`config.mk`:
```
export PLATFORM = sky130hd
export DESIGN_NAME = difference_matte_alpha_key
export DESIGN_NICKNAME = d
export VERILOG_FILES = /design/src/rtl/dam_pkg.sv /design/src/rtl/difference_matte_alpha_key.sv /design/src/rtl/dam_front.sv /design/src/rtl/dam_lane.sv /design/src/rtl/dam_merge.sv
export SDC_FILE = /design/constraint.sdc
export NUM_CORES = 2
export LEC_CHECK = 0
export ABC_AREA = 1
export BUFFER_PORTS_ARGS = -buffer_cell sky130_fd_sc_hd__buf_2
export CORE_MARGIN = 5
export CORE_UTILIZATION = 51
export DETAILED_ROUTE_END_ITERATION = 10
export GPL_TIMING_DRIVEN = 0
export PLACE_DENSITY = 0.78
export SLEW_MARGIN = 5
export SYNTH_ARGS = -nofsm -noshare
export SYNTH_HDL_FRONTEND = slang
export SYNTH_HIERARCHICAL = 1
export SYNTH_SLANG_ARGS = --single-unit
```
`constraint.sdc`:
```
create_clock -name aclk -period 14.02 [get_ports aclk]
set_clock_uncertainty 0.2 [all_clocks]
set_input_delay 0 -clock aclk [delete_from_list [all_inputs] [get_ports aclk]]
set_output_delay 0 -clock aclk [all_outputs]
set_load 0.05 [all_outputs]
```
`src/rtl/dam_pkg.sv`:
```
// Shared constants and types for the difference-matte alpha key.
package dam_pkg;

    // Pixel geometry
    localparam int CHAN_W     = 8;
    localparam int NUM_CHAN   = 3;
    localparam int COVER_W    = 10;                 // coverage d in 0..765
    localparam int NUMER_W    = COVER_W + CHAN_W;   // black * 765 fits 18 bits
    localparam int SUM_W      = COVER_W + 2;        // signed channel-difference sum

    // Arithmetic constants
    localparam int FULL_COVER  = 765;
    localparam int MIN_COVER   = 3;
    localparam int RECIP_3     = 683;               // ceil(2^11 / 3)
    localparam int RECIP_SHIFT = 11;
    localparam int RECIP_W     = COVER_W + RECIP_SHIFT - 1;

    // One restoring-divider step per stage, one quotient bit each
    localparam int DIV_STAGES = CHAN_W;
    localparam int PIPE_STG   = DIV_STAGES + 1;     // front stage plus divider stages

    // Stream widths
    localparam int IN_DATA_W  = 2 * NUM_CHAN * CHAN_W;
    localparam int OUT_DATA_W = (NUM_CHAN + 1) * CHAN_W;

    typedef logic [CHAN_W-1:0]  chan_t;
    typedef logic [COVER_W-1:0] cover_t;
    typedef logic [NUMER_W-1:0] numer_t;

    // Per-pixel sideband that travels beside the lane dividers
    typedef struct packed {
        chan_t alpha;
        logic  low_cover;
        logic  last;
    } dam_side_t;

endpackage

```
`src/rtl/difference_matte_alpha_key.sv`:
```
// Top level of the difference-matte alpha key stream block.
//
// Takes one pixel per beat as captured over a black and over a white
// backdrop and returns straight-alpha RGBA: alpha = floor(d / 3) with
// d = 765 - max(0, sum(white - black)), and each color channel
// min(255, floor(black * 765 / d)), forced to 0 when d <= 3. The block
// accepts one beat every clock unless a stall on m_tready backs up the pipe;
// each result passes in order through one front stage that forms d, alpha
// and the dividends, eight stages of the per-channel restoring dividers
// (one quotient bit each, three lanes side by side), and the output register.
// Each stage holds while the stage after it is full and stalled, so bubbles
// are squeezed out and input beats keep coming in while a finished result
// waits for m_tready.
// tlast is carried through unchanged.
module difference_matte_alpha_key import dam_pkg::*; (
    input  logic                  aclk,
    input  logic                  aresetn,
    // s_tdata: black_red, black_green, black_blue, white_red, white_green,
    //          white_blue (8 bits each, from bit 0 up)
    input  logic                  s_tvalid,
    output logic                  s_tready,
    input  logic [IN_DATA_W-1:0]  s_tdata,
    input  logic                  s_tlast,
    // m_tdata: out_red, out_green, out_blue, out_alpha (8 bits each, from bit 0 up)
    output logic                  m_tvalid,
    input  logic                  m_tready,
    output logic [OUT_DATA_W-1:0] m_tdata,
    output logic                  m_tlast
);

    logic [PIPE_STG-1:0]             vld_reg;
    logic [PIPE_STG-1:0]             load;
    logic                            merge_ready;

    logic [NUM_CHAN-1:0][CHAN_W-1:0] blk;
    logic [NUM_CHAN-1:0][CHAN_W-1:0] wht;
    numer_t [NUM_CHAN-1:0]           front_numer;
    cover_t                          front_cover;
    dam_side_t                       front_side;
    dam_side_t                       side_reg [DIV_STAGES];
    chan_t [NUM_CHAN-1:0]            lane_quo;

    // Unpack the input beat
    always_comb begin
        for (int c = 0; c < NUM_CHAN; c++) begin
            blk[c] = s_tdata[c*CHAN_W +: CHAN_W];
            wht[c] = s_tdata[(NUM_CHAN+c)*CHAN_W +: CHAN_W];
        end
    end

    // A stage loads when it is empty or its content moves on
    always_comb begin
        load[PIPE_STG-1] = !vld_reg[PIPE_STG-1] || merge_ready;
        for (int i = PIPE_STG-2; i >= 0; i--) begin
            load[i] = !vld_reg[i] || load[i+1];
        end
    end

    assign s_tready = load[0];

    // Stage valid bits
    always_ff @(posedge aclk) begin
        if (!aresetn) begin
            vld_reg <= '0;
        end else begin
            if (load[0]) begin
                vld_reg[0] <= s_tvalid;
            end
            for (int i = 1; i < PIPE_STG; i++) begin
                if (load[i]) begin
                    vld_reg[i] <= vld_reg[i-1];
                end
            end
        end
    end

    dam_front u_front (
        .aclk     (aclk),
        .load     (load[0]),
        .blk      (blk),
        .wht      (wht),
        .last     (s_tlast),
        .numer    (front_numer),
        .coverage (front_cover),
        .side     (front_side)
    );

    for (genvar c = 0; c < NUM_CHAN; c++) begin : g_lane
        dam_lane u_lane (
            .aclk     (aclk),
            .load     (load[PIPE_STG-1:1]),
            .numer    (front_numer[c]),
            .coverage (front_cover),
            .quo      (lane_quo[c])
        );
    end

    // Sideband delay line matching the divider stages
    always_ff @(posedge aclk) begin
        if (load[1]) begin
            side_reg[0] <= front_side;
        end
        for (int k = 1; k < DIV_STAGES; k++) begin
            if (load[k+1]) begin
                side_reg[k] <= side_reg[k-1];
            end
        end
    end

    dam_merge u_merge (
        .aclk     (aclk),
        .aresetn  (aresetn),
        .in_valid (vld_reg[PIPE_STG-1]),
        .in_ready (merge_ready),
        .quo      (lane_quo),
        .side     (side_reg[DIV_STAGES-1]),
        .m_tvalid (m_tvalid),
        .m_tready (m_tready),
        .m_tdata  (m_tdata),
        .m_tlast  (m_tlast)
    );

    // An empty output register means the whole pipe can move
    a_ready_when_out_empty: assert property (@(posedge aclk) disable iff (!aresetn)
        !m_tvalid |-> s_tready)
        else $error("input stalled with empty output register");

    // Zero alpha only comes from low coverage, which blanks the color
    a_zero_alpha_blank: assert property (@(posedge aclk) disable iff (!aresetn)
        (m_tvalid && m_tdata[NUM_CHAN*CHAN_W +: CHAN_W] == '0)
            |-> (m_tdata[NUM_CHAN*CHAN_W-1:0] == '0))
        else $error("color not blanked at zero alpha");

    // An accepted beat lands in the front stage
    a_accept_fills_front: assert property (@(posedge aclk) disable iff (!aresetn)
        (s_tvalid && s_tready) |=> vld_reg[0])
        else $error("accepted beat lost at front stage");

endmodule

```
`src/rtl/dam_front.sv`:
```
// Front stage: coverage, alpha and per-channel dividends for one pixel.
module dam_front import dam_pkg::*; (
    input  logic                               aclk,
    input  logic                               load,
    input  logic [NUM_CHAN-1:0][CHAN_W-1:0]    blk,
    input  logic [NUM_CHAN-1:0][CHAN_W-1:0]    wht,
    input  logic                               last,
    output numer_t [NUM_CHAN-1:0]              numer,
    output cover_t                             coverage,
    output dam_side_t                          side
);

    logic signed [SUM_W-1:0] diff_sum;
    logic signed [SUM_W-1:0] cover_wide;
    cover_t                  cover_next;
    logic [RECIP_W-1:0]      alpha_prod;
    dam_side_t               side_next;
    numer_t [NUM_CHAN-1:0]   numer_next;

    numer_t [NUM_CHAN-1:0]   numer_reg;
    cover_t                  cover_reg;
    dam_side_t               side_reg;

    // Signed sum of white minus black, clamped at zero, gives d = 765 - s
    always_comb begin
        diff_sum = '0;
        for (int c = 0; c < NUM_CHAN; c++) begin
            diff_sum = diff_sum + $signed({{(SUM_W-CHAN_W){1'b0}}, wht[c]})
                                - $signed({{(SUM_W-CHAN_W){1'b0}}, blk[c]});
        end
        cover_wide = diff_sum[SUM_W-1] ? SUM_W'(FULL_COVER)
                                       : SUM_W'(FULL_COVER) - diff_sum;
        cover_next = cover_wide[COVER_W-1:0];
    end

    // Alpha = floor(d / 3) by reciprocal multiply; exact for d <= 765
    always_comb begin
        alpha_prod            = RECIP_W'(cover_next) * RECIP_W'(RECIP_3);
        side_next.alpha       = alpha_prod[RECIP_SHIFT +: CHAN_W];
        side_next.low_cover   = (cover_next <= COVER_W'(MIN_COVER));
        side_next.last        = last;
        for (int c = 0; c < NUM_CHAN; c++) begin
            numer_next[c] = NUMER_W'(blk[c]) * NUMER_W'(FULL_COVER);
        end
    end

    always_ff @(posedge aclk) begin
        if (load) begin
            numer_reg <= numer_next;
            cover_reg <= cover_next;
            side_reg  <= side_next;
        end
    end

    assign numer    = numer_reg;
    assign coverage = cover_reg;
    assign side     = side_reg;

endmodule

```
`src/rtl/dam_lane.sv`:
```
// One color lane: pipelined restoring divider, black*765 / d saturated at 255.
module dam_lane import dam_pkg::*; (
    input  logic                  aclk,
    input  logic [DIV_STAGES-1:0] load,
    input  numer_t                numer,
    input  cover_t                coverage,
    output chan_t                 quo
);

    numer_t rem_reg [DIV_STAGES];
    cover_t cov_reg [DIV_STAGES];
    chan_t  quo_reg [DIV_STAGES];
    logic   ovf_reg [DIV_STAGES];

    for (genvar k = 0; k < DIV_STAGES; k++) begin : g_step
        localparam int QBIT = DIV_STAGES - 1 - k;

        numer_t rem_in;
        cover_t cov_in;
        chan_t  quo_in;
        logic   ovf_in;
        numer_t trial;
        logic   take;
        numer_t rem_next;
        chan_t  quo_next;

        // First step also flags a quotient that does not fit in a byte
        if (k == 0) begin : g_first
            always_comb begin
                rem_in = numer;
                cov_in = coverage;
                quo_in = '0;
                ovf_in = (numer >= NUMER_W'({coverage, CHAN_W'(0)}));
            end
        end else begin : g_next
            always_comb begin
                rem_in = rem_reg[k-1];
                cov_in = cov_reg[k-1];
                quo_in = quo_reg[k-1];
                ovf_in = ovf_reg[k-1];
            end
        end

        // Trial subtract of d shifted to this quotient bit
        always_comb begin
            trial          = NUMER_W'(cov_in) << QBIT;
            take           = (rem_in >= trial);
            rem_next       = take ? (rem_in - trial) : rem_in;
            quo_next       = quo_in;
            quo_next[QBIT] = take;
        end

        always_ff @(posedge aclk) begin
            if (load[k]) begin
                rem_reg[k] <= rem_next;
                cov_reg[k] <= cov_in;
                quo_reg[k] <= quo_next;
                ovf_reg[k] <= ovf_in;
            end
        end
    end

    // Saturate at full scale
    assign quo = ovf_reg[DIV_STAGES-1] ? '1 : quo_reg[DIV_STAGES-1];

endmodule

```
`src/rtl/dam_merge.sv`:
```
// Merge stage: joins lane quotients and sideband into the output register.
module dam_merge import dam_pkg::*; (
    input  logic                    aclk,
    input  logic                    aresetn,
    input  logic                    in_valid,
    output logic                    in_ready,
    input  chan_t [NUM_CHAN-1:0]    quo,
    input  dam_side_t               side,
    output logic                    m_tvalid,
    input  logic                    m_tready,
    output logic [OUT_DATA_W-1:0]   m_tdata,
    output logic                    m_tlast
);

    logic                  out_vld_reg;
    logic [OUT_DATA_W-1:0] out_data_reg;
    logic                  out_last_reg;
    logic [OUT_DATA_W-1:0] out_data_next;

    assign in_ready = !out_vld_reg || m_tready;

    // Low coverage blanks the color; alpha goes in the top byte
    always_comb begin
        for (int c = 0; c < NUM_CHAN; c++) begin
            out_data_next[c*CHAN_W +: CHAN_W] = side.low_cover ? '0 : quo[c];
        end
        out_data_next[NUM_CHAN*CHAN_W +: CHAN_W] = side.alpha;
    end

    always_ff @(posedge aclk) begin
        if (!aresetn) begin
            out_vld_reg <= 1'b0;
        end else if (in_ready) begin
            out_vld_reg <= in_valid;
        end
    end

    always_ff @(posedge aclk) begin
        if (in_ready && in_valid) begin
            out_data_reg <= out_data_next;
            out_last_reg <= side.last;
        end
    end

    assign m_tvalid = out_vld_reg;
    assign m_tdata  = out_data_reg;
    assign m_tlast  = out_last_reg;

endmodule
```
==> flow_metrics.py <==
metrics = {
    "floorplanning": {
        "die_h_um": 344.9,
        "io_pins": 88,
        "core-area_mm2": 0.1110,
        "die_area_mm2": 0.1189,
        "num_rows": 122,
        "initial_core_util_pct": 51.54,
        "die_w_um": 344.9,
    },
    "detailed_routing": {
        "drtPass1Iterations": 8,
        "wl_mm": 115.3,
        "ant_nets": 0,
        "routed-via-count": 40180,
        "drtIter0Drc": 2476,
        "post_drt_wl_per_cell_um": 14.53,
        "drc_errors": 0,
        "viasPerCell": 5.062,
    },
    "worst_setup_path": {
        "critPathCaptureType": "register",
        "path_class": "in -> reg",
        "crit_required_ns": 14.24,
        "crit_path_max_incr_delay_ns": 0.61,
        "crit_fanout": 10,
        "path_delay_family": "adder cells",
        "cp.depth": 46,
        "r2r_slack_ns": 10.24,
        "startpoint": "s_tdata[1]",
        "worst-path-buf-inv": 12,
        "critPathLaunchType": "primary input",
        "slowest_stage": "dlygate4sd3_1",
        "arrival_ns": 9.23,
        "endpoint": "u_front/side[8]$_DFFE_PP_",
        "r2r_start": "u_merge/m_tvalid$_SDFFE_PN0P_",
        "worstReg2RegEnd": "side_reg[0][7]$_DFFE_PP_",
        "reg2reg_depth": 10,
        "cpMostUsedCell": "nand2_1",
    },
    "place": {
        "place_congestion": 0.9115,
        "dp.cells": 7731,
        "place.port_buffers": 87,
        "dp_hpwl_mm": 91.25,
    },
    "synthesis": {
        "synth_top_area_share_pct": 47.62,
        "ys.flop_type": "edfxtp_1",
        "ys_warn_count": 6,
        "syn_nets": 6815,
        "synth_edf_count": 907,
        "synthDistinctLibCells": 49,
        "synth_area_mm2": 0.05719,
        "postSynthAreaPerCell_um2": 9.309,
        "yosysSeqAreaShare_pct": 47.97,
        "synthArstFlopShare_pct": 0,
        "synth_top_cell_by_area": "edfxtp_1",
        "yosys-top-cells-area": "edfxtp_1 (48%), nand2_1 (12%), ha_1 (10%), inv_1 (6.9%), fa_1 (5.2%)",
        "ys_ff_latch": 917,
        "postSynthCellCount": 6144,
    },
    "layout": {
        "final_cells": 7937,
        "largest_register_ffs": 378,
        "fillerInstances": 9324,
        "layout_commonest_cell": "nand2_1",
        "drive_above_1_share_pct": 7.490,
        "syn2layout_area_growth_pct": 10.90,
        "antennaDiodeCount": 0,
        "final_cell_mix": "nand2_1 (1762), inv_1 (1051), edfxtp_1 (907)",
        "nets": 7041,
    },
    "timing": {
        "max_freq_ghz": 0.1110,
        "hold_viol": 0,
        "drv_slew": 0,
        "worst_pin_slew_ns": 0.7285,
        "rsz0062_at_grt": "no",
        "setup_viol_count_final": 0,
        "min_period_ns": 9.012,
        "timing.final.crit_share_pct": 64.28,
        "tns_ns": 0,
        "slew_headroom_pct": 51.43,
    },
    "clock_network": {
        "cts_root_buf": "clkbuf_16",
        "cts_max_level": 3,
        "cts_sinks": 917,
        "post_cts_buffers": 0,
        "clk_latency_ns": 0.67,
        "cts_buffers": 96,
        "clock_path_buffers": 3,
        "clk_pin_slew_worst_paths_ns": 0.06,
        "cts_tree": "done",
    },
    "status": {
        "status": "complete, no violations",
    },
    "global_route": {
        "track_usage_pct": 19.70,
        "grt_pass1_wl_mm": 193.1,
        "grt_pass1_vias": 40380,
        "antenna_found_initial": 1,
        "grt_max_degree": 100,
        "grt.overflow.total": 0,
    },
    "run": {
        "cap_viol_max_count": 0,
    },
    "worst_hold_path": {
        "hp-start": "s_tdata[9]",
        "hp-class": "in -> reg",
    },
}
[worst reg2reg max path, delay by kind of cell, from the launching register on]
family	cells	cell delay [ns]
simple gates	6	1.63
buf+inv	4	1.19
flops	1	0.43
[how the worst min path moves through the flow]
stage                                       end  cells after the start  slack, ns
floorplan            u_front/numer[0]$_DFFE_PP_                      0      -0.10
global placement      u_front/side[0]$_DFFE_PP_                      1      -0.02
detailed placement    u_front/side[0]$_DFFE_PP_                      1     -0.003
CTS                 u_front/numer[19]$_DFFE_PP_                      2       0.02
global route        u_front/numer[36]$_DFFE_PP_                      2       0.07
finish              u_front/numer[19]$_DFFE_PP_                      2       0.08
[Yosys cell counts (all sizes together), types with 10 or more instances]
cell,count
nand2,1785
inv,1059
edfxtp,907
ha,469
nor2,467
nand3,306
a21oi,284
fa,149
xor2,136
nand4,130
o21ai,97
buf,57
xnor2,55
nor3,51
nand3b,45
or2,43
nor4,18
o21bai,18
and3,12
and2,10
dfxtp,10
[cell type report]
cell class              count  area [µm²]  area share [%]
inverters                1059        3985           6.283
flip-flops and latches    917       27440           43.25
clock buffers             112        2524           3.979
clock inverters            65       763.2           1.203
repair buffers            128        1033           1.629
plain buffers              57       457.9          0.7220
multi-input cells        4111       25370           39.99
well taps                1488        1862           2.935
[cells by family (layout without fill, tap and decap cells)]
kind of cell | Yosys count | count (layout) | synth area share (%)
xor gates and xnor gates | 191 | 191 | 2.925
and+or+nand+nor | 2869 | 2869 | 21.65
AOI/OAI and AO/OA | 433 | 433 | 4.229
buffers and inverters | 1116 | 1421 | 7.751
adders and majority gates | 618 | 618 | 15.48
DFF | 917 | 917 | 47.97
[per-layer routing]
| layer | track usage (%) | routed length (µm) | share of wire, % | vias to the layer above |
|---|---|---|---|---|
| met2 | 34.43 | 55940 | 49 | 881 |
| met3 | 2.510 | 4665 | 4.0 | 279 |
| met5 | 0 | 0 | 0 | - |
| met4 | 8.066 | 4659 | 4.0 | 0 |
| met1 | 24.91 | 50030 | 43 | 18430 |
| li1 | - | - | - | 20590 |
[timing repair]
item | in CTS | in global routing
resized for setup | 0 | 0
hold buffers | 29 | 0
hold endpoints to repair | 83 | 0
[per-stage QoR]
step                      cell area (µm²)  util [%]  worst slack [ns]  hold slack, ns
after detailed placement            59850     53.93             5.084       -0.003386
final                               63430     57.16             5.008         0.08065
after CTS                           63430     57.16             5.143         0.01868
after global placement              59490     53.61             4.556        -0.01829
after global routing                63430     57.16             4.598         0.06846
after floorplan                     57190         -             6.228         -0.1011
Power is not shown: default switching activity piles up to over one toggle a cycle in this logic, so the estimate is an artifact.
